$ cat src/sv/note_tone_synthesizer_top_assert.svh
// Assertion macros used by the RTL of the tone synthesizer.
`ifndef NOTE_TONE_SYNTHESIZER_TOP_ASSERT_SVH
`define NOTE_TONE_SYNTHESIZER_TOP_ASSERT_SVH

// The consequent must hold in the same cycle as the antecedent.
`define NTS_ASSERT_SAME(lbl, ante, cons, msg) \
    lbl: assert property (@(posedge clk) disable iff (!rst_n) (ante) |-> (cons)) \
        else $error(msg);

// The consequent must hold in the cycle after the antecedent.
`define NTS_ASSERT_NEXT(lbl, ante, cons, msg) \
    lbl: assert property (@(posedge clk) disable iff (!rst_n) (ante) |=> (cons)) \
        else $error(msg);

`endif

$ cat src/sv/nts_pkg.sv
`default_nettype none

package nts_pkg;

    // The sine table depth is a power of two.
    localparam int SINE_DEPTH = 1024;
    localparam int PHASE_BITS = 32;

    localparam int IDX_BITS = $clog2(SINE_DEPTH);
    localparam int RR_W = IDX_BITS + 1;
    localparam logic [RR_W-1:0] DEPTH_RR = RR_W'(SINE_DEPTH);

    localparam int Q_FRAC = 30;
    localparam int T_W = Q_FRAC + 1;
    localparam int MUL_W = 32;

    localparam int FC_W = 15;
    localparam int SR_W = 17;
    localparam int DEN_W = 24;
    localparam int NUM_W = FC_W + PHASE_BITS;
    localparam int DIV_CNT_W = $clog2(NUM_W + 1);

    localparam int SL_W = 17;
    localparam int AMP_W = 15;
    localparam int LEVEL_W = 6;
    localparam int ENTRY_W = 15;
    localparam int SAMPLE_W = 16;

    localparam logic [SR_W-1:0] SAMPLE_RATE_RESET = SR_W'(44100);

    localparam logic OP_LOAD = 1'b0;
    localparam logic OP_TICK = 1'b1;

    localparam logic [1:0] DUR_QUARTER = 2'd0;
    localparam logic [1:0] DUR_EIGHTH = 2'd1;

    localparam logic [2:0] HORNER_LAST = 3'd4;
    localparam logic [2:0] HORNER_TOP = 3'd5;

    typedef struct packed {
        logic            start;
        logic [FC_W-1:0] fc;
        logic [SR_W-1:0] sr;
    } nts_div_req_t;

    typedef struct packed {
        logic                  done;
        logic [PHASE_BITS-1:0] step;
    } nts_div_rsp_t;

    // Pitch frequency in hundredths of a hertz.
    function automatic logic [FC_W-1:0] pitch_centihz(input logic [2:0] p);
        logic [FC_W-1:0] f;
        unique case (p)
            3'd0: f = FC_W'(13081);
            3'd1: f = FC_W'(14683);
            3'd2: f = FC_W'(16481);
            3'd3: f = FC_W'(17461);
            3'd4: f = FC_W'(19600);
            3'd5: f = FC_W'(22000);
            default: f = FC_W'(24694);
        endcase
        return f;
    endfunction

    // Magnitudes of the Taylor coefficients of sin(pi/2 * t) in Q30.
    function automatic logic [T_W-1:0] sine_coef(input logic [2:0] k);
        logic [T_W-1:0] c;
        unique case (k)
            3'd0: c = T_W'(1686629713);
            3'd1: c = T_W'(693598668);
            3'd2: c = T_W'(85569306);
            3'd3: c = T_W'(5026995);
            3'd4: c = T_W'(172273);
            3'd5: c = T_W'(3864);
            default: c = '0;
        endcase
        return c;
    endfunction

endpackage

`default_nettype wire

$ cat src/sv/nts_div.sv
`default_nettype none

module nts_div (
    input  wire                  clk,
    input  wire                  rst_n,
    input  wire nts_pkg::nts_div_req_t req,
    output nts_pkg::nts_div_rsp_t rsp
);

    logic [nts_pkg::NUM_W-1:0]     quo_reg;
    logic [nts_pkg::DEN_W-1:0]     rem_reg;
    logic [nts_pkg::DEN_W-1:0]     den_reg;
    logic [nts_pkg::DIV_CNT_W-1:0] cnt_reg;
    logic                          busy_reg;
    logic                          done_reg;

    logic [nts_pkg::NUM_W-1:0] num_start;
    logic [nts_pkg::DEN_W-1:0] den_start;
    logic [nts_pkg::DEN_W:0]   trial;
    logic [nts_pkg::DEN_W:0]   diff;
    logic                      ge;
    logic [nts_pkg::DEN_W-1:0] rem_next;
    logic [nts_pkg::NUM_W-1:0] quo_next;

    // The rounding term 50 * sr is added to fc * 2^PHASE_BITS.
    assign num_start = {req.fc, {nts_pkg::PHASE_BITS{1'b0}}}
                     + nts_pkg::NUM_W'(23'(req.sr) * 23'd50);
    assign den_start = nts_pkg::DEN_W'(req.sr) * nts_pkg::DEN_W'(100);

    assign trial    = {rem_reg, quo_reg[nts_pkg::NUM_W-1]};
    assign diff     = trial - {1'b0, den_reg};
    assign ge       = (trial >= {1'b0, den_reg});
    assign rem_next = ge ? diff[nts_pkg::DEN_W-1:0] : trial[nts_pkg::DEN_W-1:0];
    assign quo_next = {quo_reg[nts_pkg::NUM_W-2:0], ge};

    always_ff @(posedge clk or negedge rst_n)
    begin
        if (!rst_n)
        begin
            busy_reg <= 1'b0;
            done_reg <= 1'b0;
            cnt_reg  <= '0;
        end
        else
        begin
            if (req.start)
            begin
                quo_reg  <= num_start;
                rem_reg  <= '0;
                den_reg  <= den_start;
                cnt_reg  <= nts_pkg::DIV_CNT_W'(nts_pkg::NUM_W);
                busy_reg <= 1'b1;
                done_reg <= 1'b0;
            end
            else if (busy_reg)
            begin
                quo_reg  <= quo_next;
                rem_reg  <= rem_next;
                cnt_reg  <= cnt_reg - 1'b1;
                done_reg <= (cnt_reg == nts_pkg::DIV_CNT_W'(1));
                if (cnt_reg == nts_pkg::DIV_CNT_W'(1))
                begin
                    busy_reg <= 1'b0;
                end
            end
            else
            begin
                done_reg <= 1'b0;
            end
        end
    end

    assign rsp.done = done_reg;
    assign rsp.step = quo_reg[nts_pkg::PHASE_BITS-1:0];

endmodule

`default_nettype wire

$ cat src/sv/note_tone_synthesizer_top.sv
// Channel  Dir  Handshake              Word
// in       in   in_valid / in_ready    operation, duration_code, pitch, level
// out      out  out_valid / out_ready  sample, note_last, idle
// cfg      in   cfg_valid / cfg_ready  cfg_data (sample_rate)
//
// A note load waits on the restoring divider (one quotient bit a cycle).
// A tick of a playing note runs through the one shared 32 x 32 multiplier.
// A tick while idle goes straight to S_DONE. in_ready is high only while the sequencer is idle.
// A finished word waits in the output register while the next word is accepted.
// Reset is asynchronous: the sample rate returns to 44100 and no note is playing.
`default_nettype none

module note_tone_synthesizer_top (
    input  wire                                 clk,
    input  wire                                 rst_n,
    input  wire                                 in_valid,
    output logic                                in_ready,
    input  wire                                 operation,
    input  wire  [1:0]                          duration_code,
    input  wire  [2:0]                          pitch,
    input  wire  [nts_pkg::LEVEL_W-1:0]         level,
    output logic                                out_valid,
    input  wire                                 out_ready,
    output logic signed [nts_pkg::SAMPLE_W-1:0] sample,
    output logic                                note_last,
    output logic                                idle,
    input  wire                                 cfg_valid,
    output logic                                cfg_ready,
    input  wire  [nts_pkg::SR_W-1:0]            cfg_data
);

    typedef enum logic [2:0] {
        S_IDLE,
        S_DIV,
        S_SQ,
        S_HORNER,
        S_FINAL,
        S_SCALE,
        S_DONE
    } state_t;

    state_t state_reg;

    logic [nts_pkg::SR_W-1:0]       sample_rate_reg;
    logic [nts_pkg::PHASE_BITS-1:0] phase_reg;
    logic [nts_pkg::PHASE_BITS-1:0] step_reg;
    logic [nts_pkg::SL_W-1:0]       samples_left_reg;
    logic [nts_pkg::AMP_W-1:0]      amp_reg;
    logic                           playing_reg;

    logic [nts_pkg::T_W-1:0]     t_reg;
    logic [nts_pkg::T_W-1:0]     t2_reg;
    logic [nts_pkg::T_W-1:0]     acc_reg;
    logic [2:0]                  k_reg;
    logic [nts_pkg::ENTRY_W-1:0] entry_reg;
    logic                        neg_reg;

    logic [nts_pkg::SAMPLE_W-1:0] res_sample_reg;
    logic                         res_last_reg;
    logic                         res_idle_reg;

    logic                         out_valid_reg;
    logic [nts_pkg::SAMPLE_W-1:0] sample_reg;
    logic                         note_last_reg;
    logic                         idle_reg;

    logic                      in_accept;
    logic                      out_load;
    logic [nts_pkg::SR_W-1:0]  sr_eff;
    logic [nts_pkg::SL_W-1:0]  note_len;
    logic [15:0]               amp_raw;
    logic [nts_pkg::AMP_W-1:0] amp_sat;

    logic [nts_pkg::IDX_BITS+1:0] idx;
    logic [nts_pkg::RR_W-1:0]     rr;
    logic [nts_pkg::SL_W-1:0]     left_next;

    logic [nts_pkg::MUL_W-1:0]   mul_a;
    logic [nts_pkg::MUL_W-1:0]   mul_b;
    logic [2*nts_pkg::MUL_W-1:0] mul_p;
    logic [nts_pkg::T_W-1:0]     mul_q;

    logic [16:0]                  entry_rnd;
    logic [nts_pkg::ENTRY_W-1:0]  entry_sat;
    logic [nts_pkg::SAMPLE_W-1:0] mag;

    nts_pkg::nts_div_req_t div_req;
    nts_pkg::nts_div_rsp_t div_rsp;

    assign in_ready  = (state_reg == S_IDLE);
    assign in_accept = in_valid && in_ready;
    assign cfg_ready = 1'b1;
    assign out_load  = (state_reg == S_DONE) && (!out_valid_reg || out_ready);

    assign sr_eff = (sample_rate_reg == '0) ? nts_pkg::SR_W'(1) : sample_rate_reg;

    always_comb
    begin
        priority if (duration_code == nts_pkg::DUR_QUARTER)
            note_len = sr_eff;
        else if (duration_code == nts_pkg::DUR_EIGHTH)
            note_len = nts_pkg::SL_W'((18'(sr_eff) + 18'd1) >> 1);
        else
            note_len = nts_pkg::SL_W'((18'(sr_eff) + 18'd3) >> 2);
    end

    assign amp_raw = 16'(level) * 16'd1000;
    assign amp_sat = (amp_raw > 16'd32767) ? '1 : amp_raw[nts_pkg::AMP_W-1:0];

    assign idx = phase_reg[nts_pkg::PHASE_BITS-1 -: nts_pkg::IDX_BITS+2];
    assign rr  = idx[nts_pkg::IDX_BITS]
               ? nts_pkg::DEPTH_RR - {1'b0, idx[nts_pkg::IDX_BITS-1:0]}
               : {1'b0, idx[nts_pkg::IDX_BITS-1:0]};
    assign left_next = samples_left_reg - 1'b1;

    assign div_req.start = in_accept && (operation == nts_pkg::OP_LOAD);
    assign div_req.fc    = nts_pkg::pitch_centihz(pitch);
    assign div_req.sr    = sr_eff;

    nts_div u_div (
        .clk   (clk),
        .rst_n (rst_n),
        .req   (div_req),
        .rsp   (div_rsp)
    );

    always_comb
    begin
        unique case (state_reg)
            S_SQ:
            begin
                mul_a = nts_pkg::MUL_W'(t_reg);
                mul_b = nts_pkg::MUL_W'(t_reg);
            end
            S_HORNER:
            begin
                mul_a = nts_pkg::MUL_W'(t2_reg);
                mul_b = nts_pkg::MUL_W'(acc_reg);
            end
            S_FINAL:
            begin
                mul_a = nts_pkg::MUL_W'(t_reg);
                mul_b = nts_pkg::MUL_W'(acc_reg);
            end
            S_SCALE:
            begin
                mul_a = nts_pkg::MUL_W'(amp_reg);
                mul_b = nts_pkg::MUL_W'(entry_reg);
            end
            default:
            begin
                mul_a = '0;
                mul_b = '0;
            end
        endcase
    end

    assign mul_p = mul_a * mul_b;
    assign mul_q = mul_p[nts_pkg::Q_FRAC+nts_pkg::T_W-1:nts_pkg::Q_FRAC];

    assign entry_rnd = 17'((32'(mul_q) + 32'd16384) >> 15);
    assign entry_sat = (entry_rnd > 17'd32767) ? '1 : entry_rnd[nts_pkg::ENTRY_W-1:0];
    assign mag       = nts_pkg::SAMPLE_W'((31'(mul_p[29:0]) + 31'd16384) >> 15);

    always_ff @(posedge clk or negedge rst_n)
    begin
        if (!rst_n)
        begin
            state_reg        <= S_IDLE;
            sample_rate_reg  <= nts_pkg::SAMPLE_RATE_RESET;
            phase_reg        <= '0;
            step_reg         <= '0;
            samples_left_reg <= '0;
            amp_reg          <= '0;
            playing_reg      <= 1'b0;
            k_reg            <= '0;
            out_valid_reg    <= 1'b0;
        end
        else
        begin
            if (cfg_valid && cfg_ready)
            begin
                sample_rate_reg <= cfg_data;
            end
            if (out_load)
            begin
                out_valid_reg <= 1'b1;
                sample_reg    <= res_sample_reg;
                note_last_reg <= res_last_reg;
                idle_reg      <= res_idle_reg;
            end
            else if (out_valid_reg && out_ready)
            begin
                out_valid_reg <= 1'b0;
            end

            unique case (state_reg)
                S_IDLE:
                begin
                    if (in_accept)
                    begin
                        if (operation == nts_pkg::OP_LOAD)
                        begin
                            samples_left_reg <= note_len;
                            amp_reg          <= amp_sat;
                            phase_reg        <= '0;
                            playing_reg      <= 1'b1;
                            state_reg        <= S_DIV;
                        end
                        else if (!playing_reg)
                        begin
                            res_sample_reg <= '0;
                            res_last_reg   <= 1'b0;
                            res_idle_reg   <= 1'b1;
                            state_reg      <= S_DONE;
                        end
                        else
                        begin
                            t_reg <= nts_pkg::T_W'(rr) << (nts_pkg::Q_FRAC - nts_pkg::IDX_BITS);
                            neg_reg          <= idx[nts_pkg::IDX_BITS+1];
                            phase_reg        <= phase_reg + step_reg;
                            samples_left_reg <= left_next;
                            playing_reg      <= (left_next != '0);
                            res_last_reg     <= (left_next == '0);
                            res_idle_reg     <= 1'b0;
                            state_reg        <= S_SQ;
                        end
                    end
                end
                S_DIV:
                begin
                    if (div_rsp.done)
                    begin
                        step_reg  <= div_rsp.step;
                        state_reg <= S_IDLE;
                    end
                end
                S_SQ:
                begin
                    t2_reg    <= mul_q;
                    acc_reg   <= nts_pkg::sine_coef(nts_pkg::HORNER_TOP);
                    k_reg     <= nts_pkg::HORNER_LAST;
                    state_reg <= S_HORNER;
                end
                S_HORNER:
                begin
                    acc_reg <= nts_pkg::sine_coef(k_reg) - mul_q;
                    if (k_reg == '0)
                    begin
                        state_reg <= S_FINAL;
                    end
                    else
                    begin
                        k_reg <= k_reg - 1'b1;
                    end
                end
                S_FINAL:
                begin
                    entry_reg <= entry_sat;
                    state_reg <= S_SCALE;
                end
                S_SCALE:
                begin
                    res_sample_reg <= neg_reg ? nts_pkg::SAMPLE_W'(16'd0 - mag) : mag;
                    state_reg      <= S_DONE;
                end
                S_DONE:
                begin
                    if (out_load)
                    begin
                        state_reg <= S_IDLE;
                    end
                end
                default:
                begin
                    state_reg <= S_IDLE;
                end
            endcase
        end
    end

    assign out_valid = out_valid_reg;
    assign sample    = sample_reg;
    assign note_last = note_last_reg;
    assign idle      = idle_reg;

`include "note_tone_synthesizer_top_assert.svh"

    `NTS_ASSERT_SAME(a_idle_word_zero, out_valid_reg && idle_reg,
        sample_reg == '0 && !note_last_reg, "idle word carries a nonzero sample")
    `NTS_ASSERT_SAME(a_div_done_in_div, div_rsp.done,
        state_reg == S_DIV, "divider finished outside the load sequence")
    `NTS_ASSERT_NEXT(a_tick_starts_poly,
        in_accept && operation == nts_pkg::OP_TICK && playing_reg,
        state_reg == S_SQ, "playing tick did not start the sine evaluation")
    `NTS_ASSERT_SAME(a_horner_range, state_reg == S_HORNER,
        k_reg <= nts_pkg::HORNER_LAST, "Horner step index out of range")

endmodule

`default_nettype wire
$ cat config.mk
export PLATFORM = sky130hd
export DESIGN_NAME = note_tone_synthesizer_top
export DESIGN_NICKNAME = d
export VERILOG_FILES = /design/src/sv/nts_pkg.sv /design/src/sv/nts_div.sv /design/src/sv/note_tone_synthesizer_top.sv
export VERILOG_INCLUDE_DIRS = /design/src /design/src/sv
export SDC_FILE = /design/constraint.sdc
export NUM_CORES = 2
export LEC_CHECK = 0
export CAP_MARGIN = 20
export CORE_MARGIN = 3
export CORE_UTILIZATION = 40
export CTS_CLUSTER_DIAMETER = 100
export DETAILED_ROUTE_END_ITERATION = 6
export DONT_BUFFER_PORTS = 1
export GPL_TIMING_DRIVEN = 0
export HOLD_SLACK_MARGIN = 0.03
export PLACE_DENSITY = 0.6
export SKIP_LAST_GASP = 1
export SYNTH_ARGS = -nofsm -noshare
export SYNTH_HDL_FRONTEND = slang
export SYNTH_HIERARCHICAL = 1
export SYNTH_SLANG_ARGS = --single-unit
$ cat constraint.sdc
create_clock -name clk -period 29.9 [get_ports clk]
set_input_delay 2.99 -clock clk [delete_from_list [all_inputs] [get_ports clk]]
set_output_delay 2.99 -clock clk [all_outputs]
set_load 0.005 [all_outputs]
Yosys cells after proc, flatten, opt, wreduce, memory -nomap -nowiden

Index checks and enable logic that the tools add are counted.
Widths: inputs -> output; s select.

Add/subtract/negate cells: 13
Multiply operators: 4
Order comparisons: 3
Eq/ne operators: 26
Mux-type cells: 45
Bitwise logic cells: 1
Reductions and logical operators: 34

Operators with widths:

| kind                   | count |
|---|---|
| $pmux 31 s3            | 2 |
| $pmux 31 s6            | 1 |
| $mux 47                | 2 |
| $pmux 15 s6            | 1 |
| $mux 17                | 5 |
| $mux 16                | 4 |
| $mux 32                | 2 |
| $pmux 31 s2            | 1 |
| $mul 32x32->61         | 1 |
| $mux 24                | 2 |
| $add 47x23->47         | 1 |
| $mul 17x5->22 const B  | 2 |
| $logic_not 17->1       | 2 |
| $add 31x15->32 const B | 1 |
| $add 32x32->32         | 1 |
| $pmux 16 s2            | 1 |
| $add 30x15->31 const B | 1 |
| $mux 31                | 1 |
| $sub 31x31->31         | 1 |
| $ge 25x24->1           | 1 |
| $sub 24x24->24         | 1 |
| $eq 3x3->1 const B     | 7 |
| $mux 3                 | 7 |
| $pmux 3 s7             | 1 |
| 34 further kinds       | 77 |

Flip-flop bits (word level): 347
Input port bits: 34
Output and inout port bits: 21

Longest topological paths before layout

Word-level depth: 8
Gate-level depth with buffers: 50
Gate-level depth less buffers: 45

Cells and area by module

Netlist, hierarchy kept.

Modules (own cells, without submodules):

| module                    | times used | cells an instance | area an instance (sq um) |
|---|---|---|---|
| note_tone_synthesizer_top | 1          | 5327              | 47077.7 |
| nts_div                   | 1          | 741               | 7698.6 |

Worst setup path before layout

No wires, ideal clock.

Path type: register to register
Start: register state_reg[2]
End: register acc_reg[30] (netlist bit), data pin
Setup time: 269 ps
Data arrival time: 11218 ps
Data required time: 29631 ps
Path slack: 18413 ps
Cell stages (with the launch flop): 47
Period minus slack after synthesis: 11487 ps
Cell sequence: dfrtp_1 -> buf_2 -> clkbuf_1 -> nor2b_1 -> nand2_1 -> o21ai_1 -> clkbuf_1 -> a22oi_1 -> clkbuf_1 -> nor2_1 -> fa_1 -> fa_1 -> fa_1 -> inv_1 -> fa_1 -> inv_1 -> fa_1 -> inv_1 -> [... 11 more ...] -> o21ai_0 -> o211ai_1 -> nand3_1 -> xor2_1 -> inv_1 -> ha_1 -> o21a_1 -> o2111ai_1 -> o21bai_1 -> a31oi_1 -> a31oi_1 -> o21ai_1 -> and3_1 -> a2111o_1 -> o21ai_0 -> a21boi_0 -> o41ai_1 -> mux2i_1

Cells in the longest elaborated chain, start to end: 6
Elaborated cells on any way between the ends: 11

Ends and longest elaborated chain:

| item                                     | RTL line                         | source |
|---|---|---|
| from (decl)                              | note_tone_synthesizer_top.sv:42  | `state_t state_reg;` |
| from (signal assigned)                   | note_tone_synthesizer_top.sv:169 | `state_reg <= S_IDLE;` |
| from (signal assigned)                   | note_tone_synthesizer_top.sv:208 | `state_reg <= S_DIV;` |
| from (signal assigned)                   | note_tone_synthesizer_top.sv:215 | `state_reg <= S_DONE;` |
| $eq 3x3->1 or $eq 3x2->1 (tied branches) | note_tone_synthesizer_top.sv:129 | `unique case (state_reg)` |
| $reduce_or 2->1 (no line)                | -                                |  |
| $pmux 31 s3                              | note_tone_synthesizer_top.sv:129 |  |
| $mul 32x32->61 *                         | note_tone_synthesizer_top.sv:158 | `assign mul_p = mul_a * mul_b;` |
| via mul_p, one bit                       | note_tone_synthesizer_top.sv:80  | `logic [2*nts_pkg::MUL_W-1:0] mul_p;` |
| $sub 31x31->31 *                         | note_tone_synthesizer_top.sv:247 | `acc_reg <= nts_pkg::sine_coef(k_reg) - mul_q;` |
| $pmux 31 s2 *                            | note_tone_synthesizer_top.sv:197 | `unique case (state_reg)` |
| to (signal assigned)                     | note_tone_synthesizer_top.sv:241 | `acc_reg <= nts_pkg::sine_coef(nts_pkg::HORNER_TOP);` |
| to (signal assigned)                     | note_tone_synthesizer_top.sv:247 |  |
| to (decl)                                | note_tone_synthesizer_top.sv:53  | `logic [nts_pkg::T_W-1:0] acc_reg;` |

The timed path passes the listed nets; every way through them passes the cells marked *.
A chain may end at the register's enable or synchronous reset.

Worst setup path after layout

Start: register state_reg[2]
End: register acc_reg[30] (netlist bit), data pin

Cells in the longest elaborated chain, start to end: 6
Elaborated cells on any way between the ends: 11

Ends and longest elaborated chain:

| item                                     | RTL line |
|---|---|
| $eq 3x3->1 or $eq 3x2->1 (tied branches) | note_tone_synthesizer_top.sv:129, note_tone_synthesizer_top.sv:197 |
| $reduce_or 2->1 (no line)                | - |
| $pmux 31 s3                              | note_tone_synthesizer_top.sv:129 |
| $mul 32x32->61                           | note_tone_synthesizer_top.sv:158 |
| $sub 31x31->31                           | note_tone_synthesizer_top.sv:247 |
| $pmux 31 s2 *                            | note_tone_synthesizer_top.sv:197 |

Mark *: on every way between the ends. The rest lies on a longest branch, timed or not.

==> results.tsv <==
metric	value	unit
number of nets still failing antenna checks after routing	0	
Yosys top cell by area	sky130_fd_sc_hd__fa_1	
vias in the first global route	45800	
netlist area before placement	54800	um^2
leading cell type by number of instances after synthesis	sky130_fd_sc_hd__inv_1	
Max Transition Viols Final	22	
number of failing hold endpoints at the final stage	0	
CTS Hold Bufs	0	
power density normalized to cell area	21.4	nW/um^2
Multi-input gate area	39600	um^2
flip-flop count of the largest register, all copies and words added	47	
Final Setup Violations	0	
data arrival time at the worst-slack endpoint	16.87	ns
area taken by flip-flops and latches	9730	um^2
type of the worst setup path	register to register	
final critical-path share of the clock period	55.5	%
highest attainable clock frequency	0.0602	GHz
cell occurring most often along the worst timing path	sky130_fd_sc_hd__fa_1	
input/output buffers	0	
post-synthesis instance total	6068	
crit-path max FO	10	
total clock buffers created by CTS	38	
delay of the slowest critical-path stage	1.04	ns
Horiz. Die Dim	376	um
top cell type's share of synthesized area	31.5	%
Overall Global Routing Usage	27.6	%
sum of overflow across all layers after global routing	0	
post-layout minimum cycle time	16.60	ns
Vias per Instance	5.60	
pin count of the biggest net entering global routing	158	
number of buffers added for setup after CTS	0	
Initial Util	40.4	%
share of post-route cells with drive strength above 1	5.03	%
via count	44500	
Layout Skew	0.0231	ns
Filler cells	13400	
post-synth net total	7389	
number of sinks driven by the clock tree	345	
CTS root buffer	sky130_fd_sc_hd__clkbuf_16	
half-perimeter wire length after placement	160	mm
unique cell type count in the Yosys netlist	104	
number of H-tree branching levels	2	
count of routing violations after the opening detailed-route iteration	4136	
number of register bits inferred by synthesis	345	
predominant post-synthesis flop cell	sky130_fd_sc_hd__edfxtp_1	
wire per inst	24.5	um
number of enable flip-flop cells after synthesis	218	
Cells on Worst Hold Path	0	
Synth warnings	6	
leading post-synthesis cells by instance count	1044 x sky130_fd_sc_hd__inv_1, 863 x sky130_fd_sc_hd__fa_1, 726 x sky130_fd_sc_hd__nor2_1	
wire length of the first global-routing pass	292	mm
sequential area share after synthesis	17.8	%
Worst Reg-to-Reg Cells	43	
fraction of registers with async set or reset after synthesis	36.8	%
number of gates resized after cts	0	
total chip power	1.25	mW
Max-slew headroom	-4.38	%
Worst-Skew Late Latency	0.54	ns
data required time at the worst endpoint	30.17	ns
die boundary height	376	um
die area	141000	um^2
total number of placement rows	135	
leakage component of the power	27.0	nW
antenna violations before repair	9	
# Max-Cap Violations	0	
net total in the final layout	7456	
unrepaired setup endpoints after global routing	no	
synth-to-layout area growth	7.10	%
standard cell core area	136000	um^2
accumulated negative setup slack	0	ns
top cells by area in the synthesized netlist	sky130_fd_sc_hd__fa_1 32%, sky130_fd_sc_hd__edfxtp_1 12%, sky130_fd_sc_hd__ha_1 9.7%, sky130_fd_sc_hd__inv_1 7.2%, sky130_fd_sc_hd__dfrtp_1 5.5%	
violations in the final reports	DRC, slew limit	
Final GP Congestion	1.02	
CTS tree	yes	
Worst setup EP type	register	
worst vdd ir	53.0	uV
path type of the worst min-delay path	register to register	
detailed-router iteration count before antenna repair	7	
Syn Area/Cell	9.03	um^2
maximum buffer depth of the clock tree	3	
number of ports placed on the die boundary	55	
Critical Path Slowest Stage Cell	sky130_fd_sc_hd__a221oi_1	
sum of routed wire length over all layers	195	mm
result of the run	finished with violations	
clock slew seen by the registers of the worst setup and hold paths	0.07	ns
DRC violations left	1	
crit path launch type	register	
transition time of the tightest slew-check pin	1.57	ns
==> power breakdown <==
| group | switching, mW | internal (mW) | total, mW |
|---|---|---|---|
| clock | 0.208 | 0.281 | 0.489 |
| combinational | 0.147 | 0.0963 | 0.244 |
| sequential | 0.00345 | 0.518 | 0.521 |
| total | 0.359 | 0.895 | 1.25 |
==> layout make-up <==
| type | instances | area share, % |
|---|---|---|
| Timing Repair Buffer | 27 | 0.576 |
| Sequential cell | 345 | 16.6 |
| Inverter | 1046 | 6.69 |
| Antenna cell | 2 | 0.00853 |
| Tap cell | 1781 | 3.80 |
| Clock buffer | 42 | 1.72 |
| Multi-Input combinational cell | 4327 | 67.6 |
| Buffer | 350 | 2.57 |
| Clock inverter | 27 | 0.463 |
==> through the flow <==
stage | utilization [%] | hold WS (ns) | setup WS, ns | std cells | area [um^2]
CTS | 43.2 | 0.410 | 13.71 | 7940 | 58600
floorplan | - | 0.400 | 18.41 | 6068 | 54800
global route | 43.2 | 0.419 | 12.94 | 7945 | 58700
global placement | 42.0 | 0.402 | 13.89 | 7849 | 57000
finish | 43.3 | 0.409 | 13.30 | 7947 | 58700
detailed placement | 42.3 | 0.405 | 13.80 | 7871 | 57300
==> cell families after synthesis <==
group | share of synthesized area, %
AO/OA/AOI/OAI | 10.8
XOR/XNOR | 3.10
adder cells (fa/ha/maj) | 41.2
buffers and inverters | 9.92
flip-flops | 17.8
multiplexers | 2.30
other | 0.00685
AND/OR/NAND/NOR | 14.8
==> cells in the final DEF, fill, tap and decap left out, types with 28 or more instances in the layout <==
master	synthesis	final
sky130_fd_sc_hd__nor2b_1	41	40
sky130_fd_sc_hd__a21o_1	90	90
sky130_fd_sc_hd__clkbuf_1	277	279
sky130_fd_sc_hd__and3_1	41	41
sky130_fd_sc_hd__nand2b_1	28	28
sky130_fd_sc_hd__xnor2_1	133	133
sky130_fd_sc_hd__a21oi_1	191	191
sky130_fd_sc_hd__or3_1	39	39
sky130_fd_sc_hd__xor2_1	61	61
sky130_fd_sc_hd__clkbuf_16	0	40
sky130_fd_sc_hd__and2_1	42	42
sky130_fd_sc_hd__buf_4	38	45
sky130_fd_sc_hd__nand4_1	31	31
sky130_fd_sc_hd__fa_1	863	863
sky130_fd_sc_hd__a22o_1	36	36
sky130_fd_sc_hd__nand2_1	707	707
sky130_fd_sc_hd__ha_1	424	424
sky130_fd_sc_hd__nor2_1	726	725
sky130_fd_sc_hd__a211oi_1	32	32
sky130_fd_sc_hd__edfxtp_1	218	218
sky130_fd_sc_hd__mux2_2	86	86
sky130_fd_sc_hd__o21ai_0	151	151
sky130_fd_sc_hd__nor3_1	59	58
sky130_fd_sc_hd__inv_1	1044	1044
sky130_fd_sc_hd__o21a_1	36	36
sky130_fd_sc_hd__dfrtp_1	121	121
sky130_fd_sc_hd__nand3_1	65	65
sky130_fd_sc_hd__mux2i_1	28	28
sky130_fd_sc_hd__a22oi_1	34	32
==> worst max-delay path: cells and delay by family (launching register included) <==
family / cells / cell delay [ns]
AOI/OAI and AO/OA: 15 / 5.26
adders and majority gates: 10 / 4.76
buffers and inverters: 10 / 2.67
and+or+nand+nor: 6 / 2.43
xor gates and xnor gates: 1 / 0.57
DFF: 1 / 0.42
muxes: 1 / 0.16
==> per-layer routing <==
layer	wire length [um]	vias to the layer above	track usage, %
li1	-	19600	-
met1	75500	22300	35.3
met2	88100	2141	44.0
met3	18700	482	5.86
met4	12400	8	14.6
met5	43	-	0
==> path summary, 6_finish.rpt <==
path                                           end         startpoint  slack (ns)
worst max register to register         acc_reg[30]       state_reg[2]       13.30
max in group asynchronous       sample_rate_reg[2]              rst_n       27.43
worst min register to register           sample[2]  res_sample_reg[2]        0.41
worst min-delay path                     sample[2]  res_sample_reg[2]        0.41
min in group asynchronous         u_div/cnt_reg[0]              rst_n        2.16
worst max-delay path                   acc_reg[30]       state_reg[2]       13.30
(Power assumes the default switching activity.)
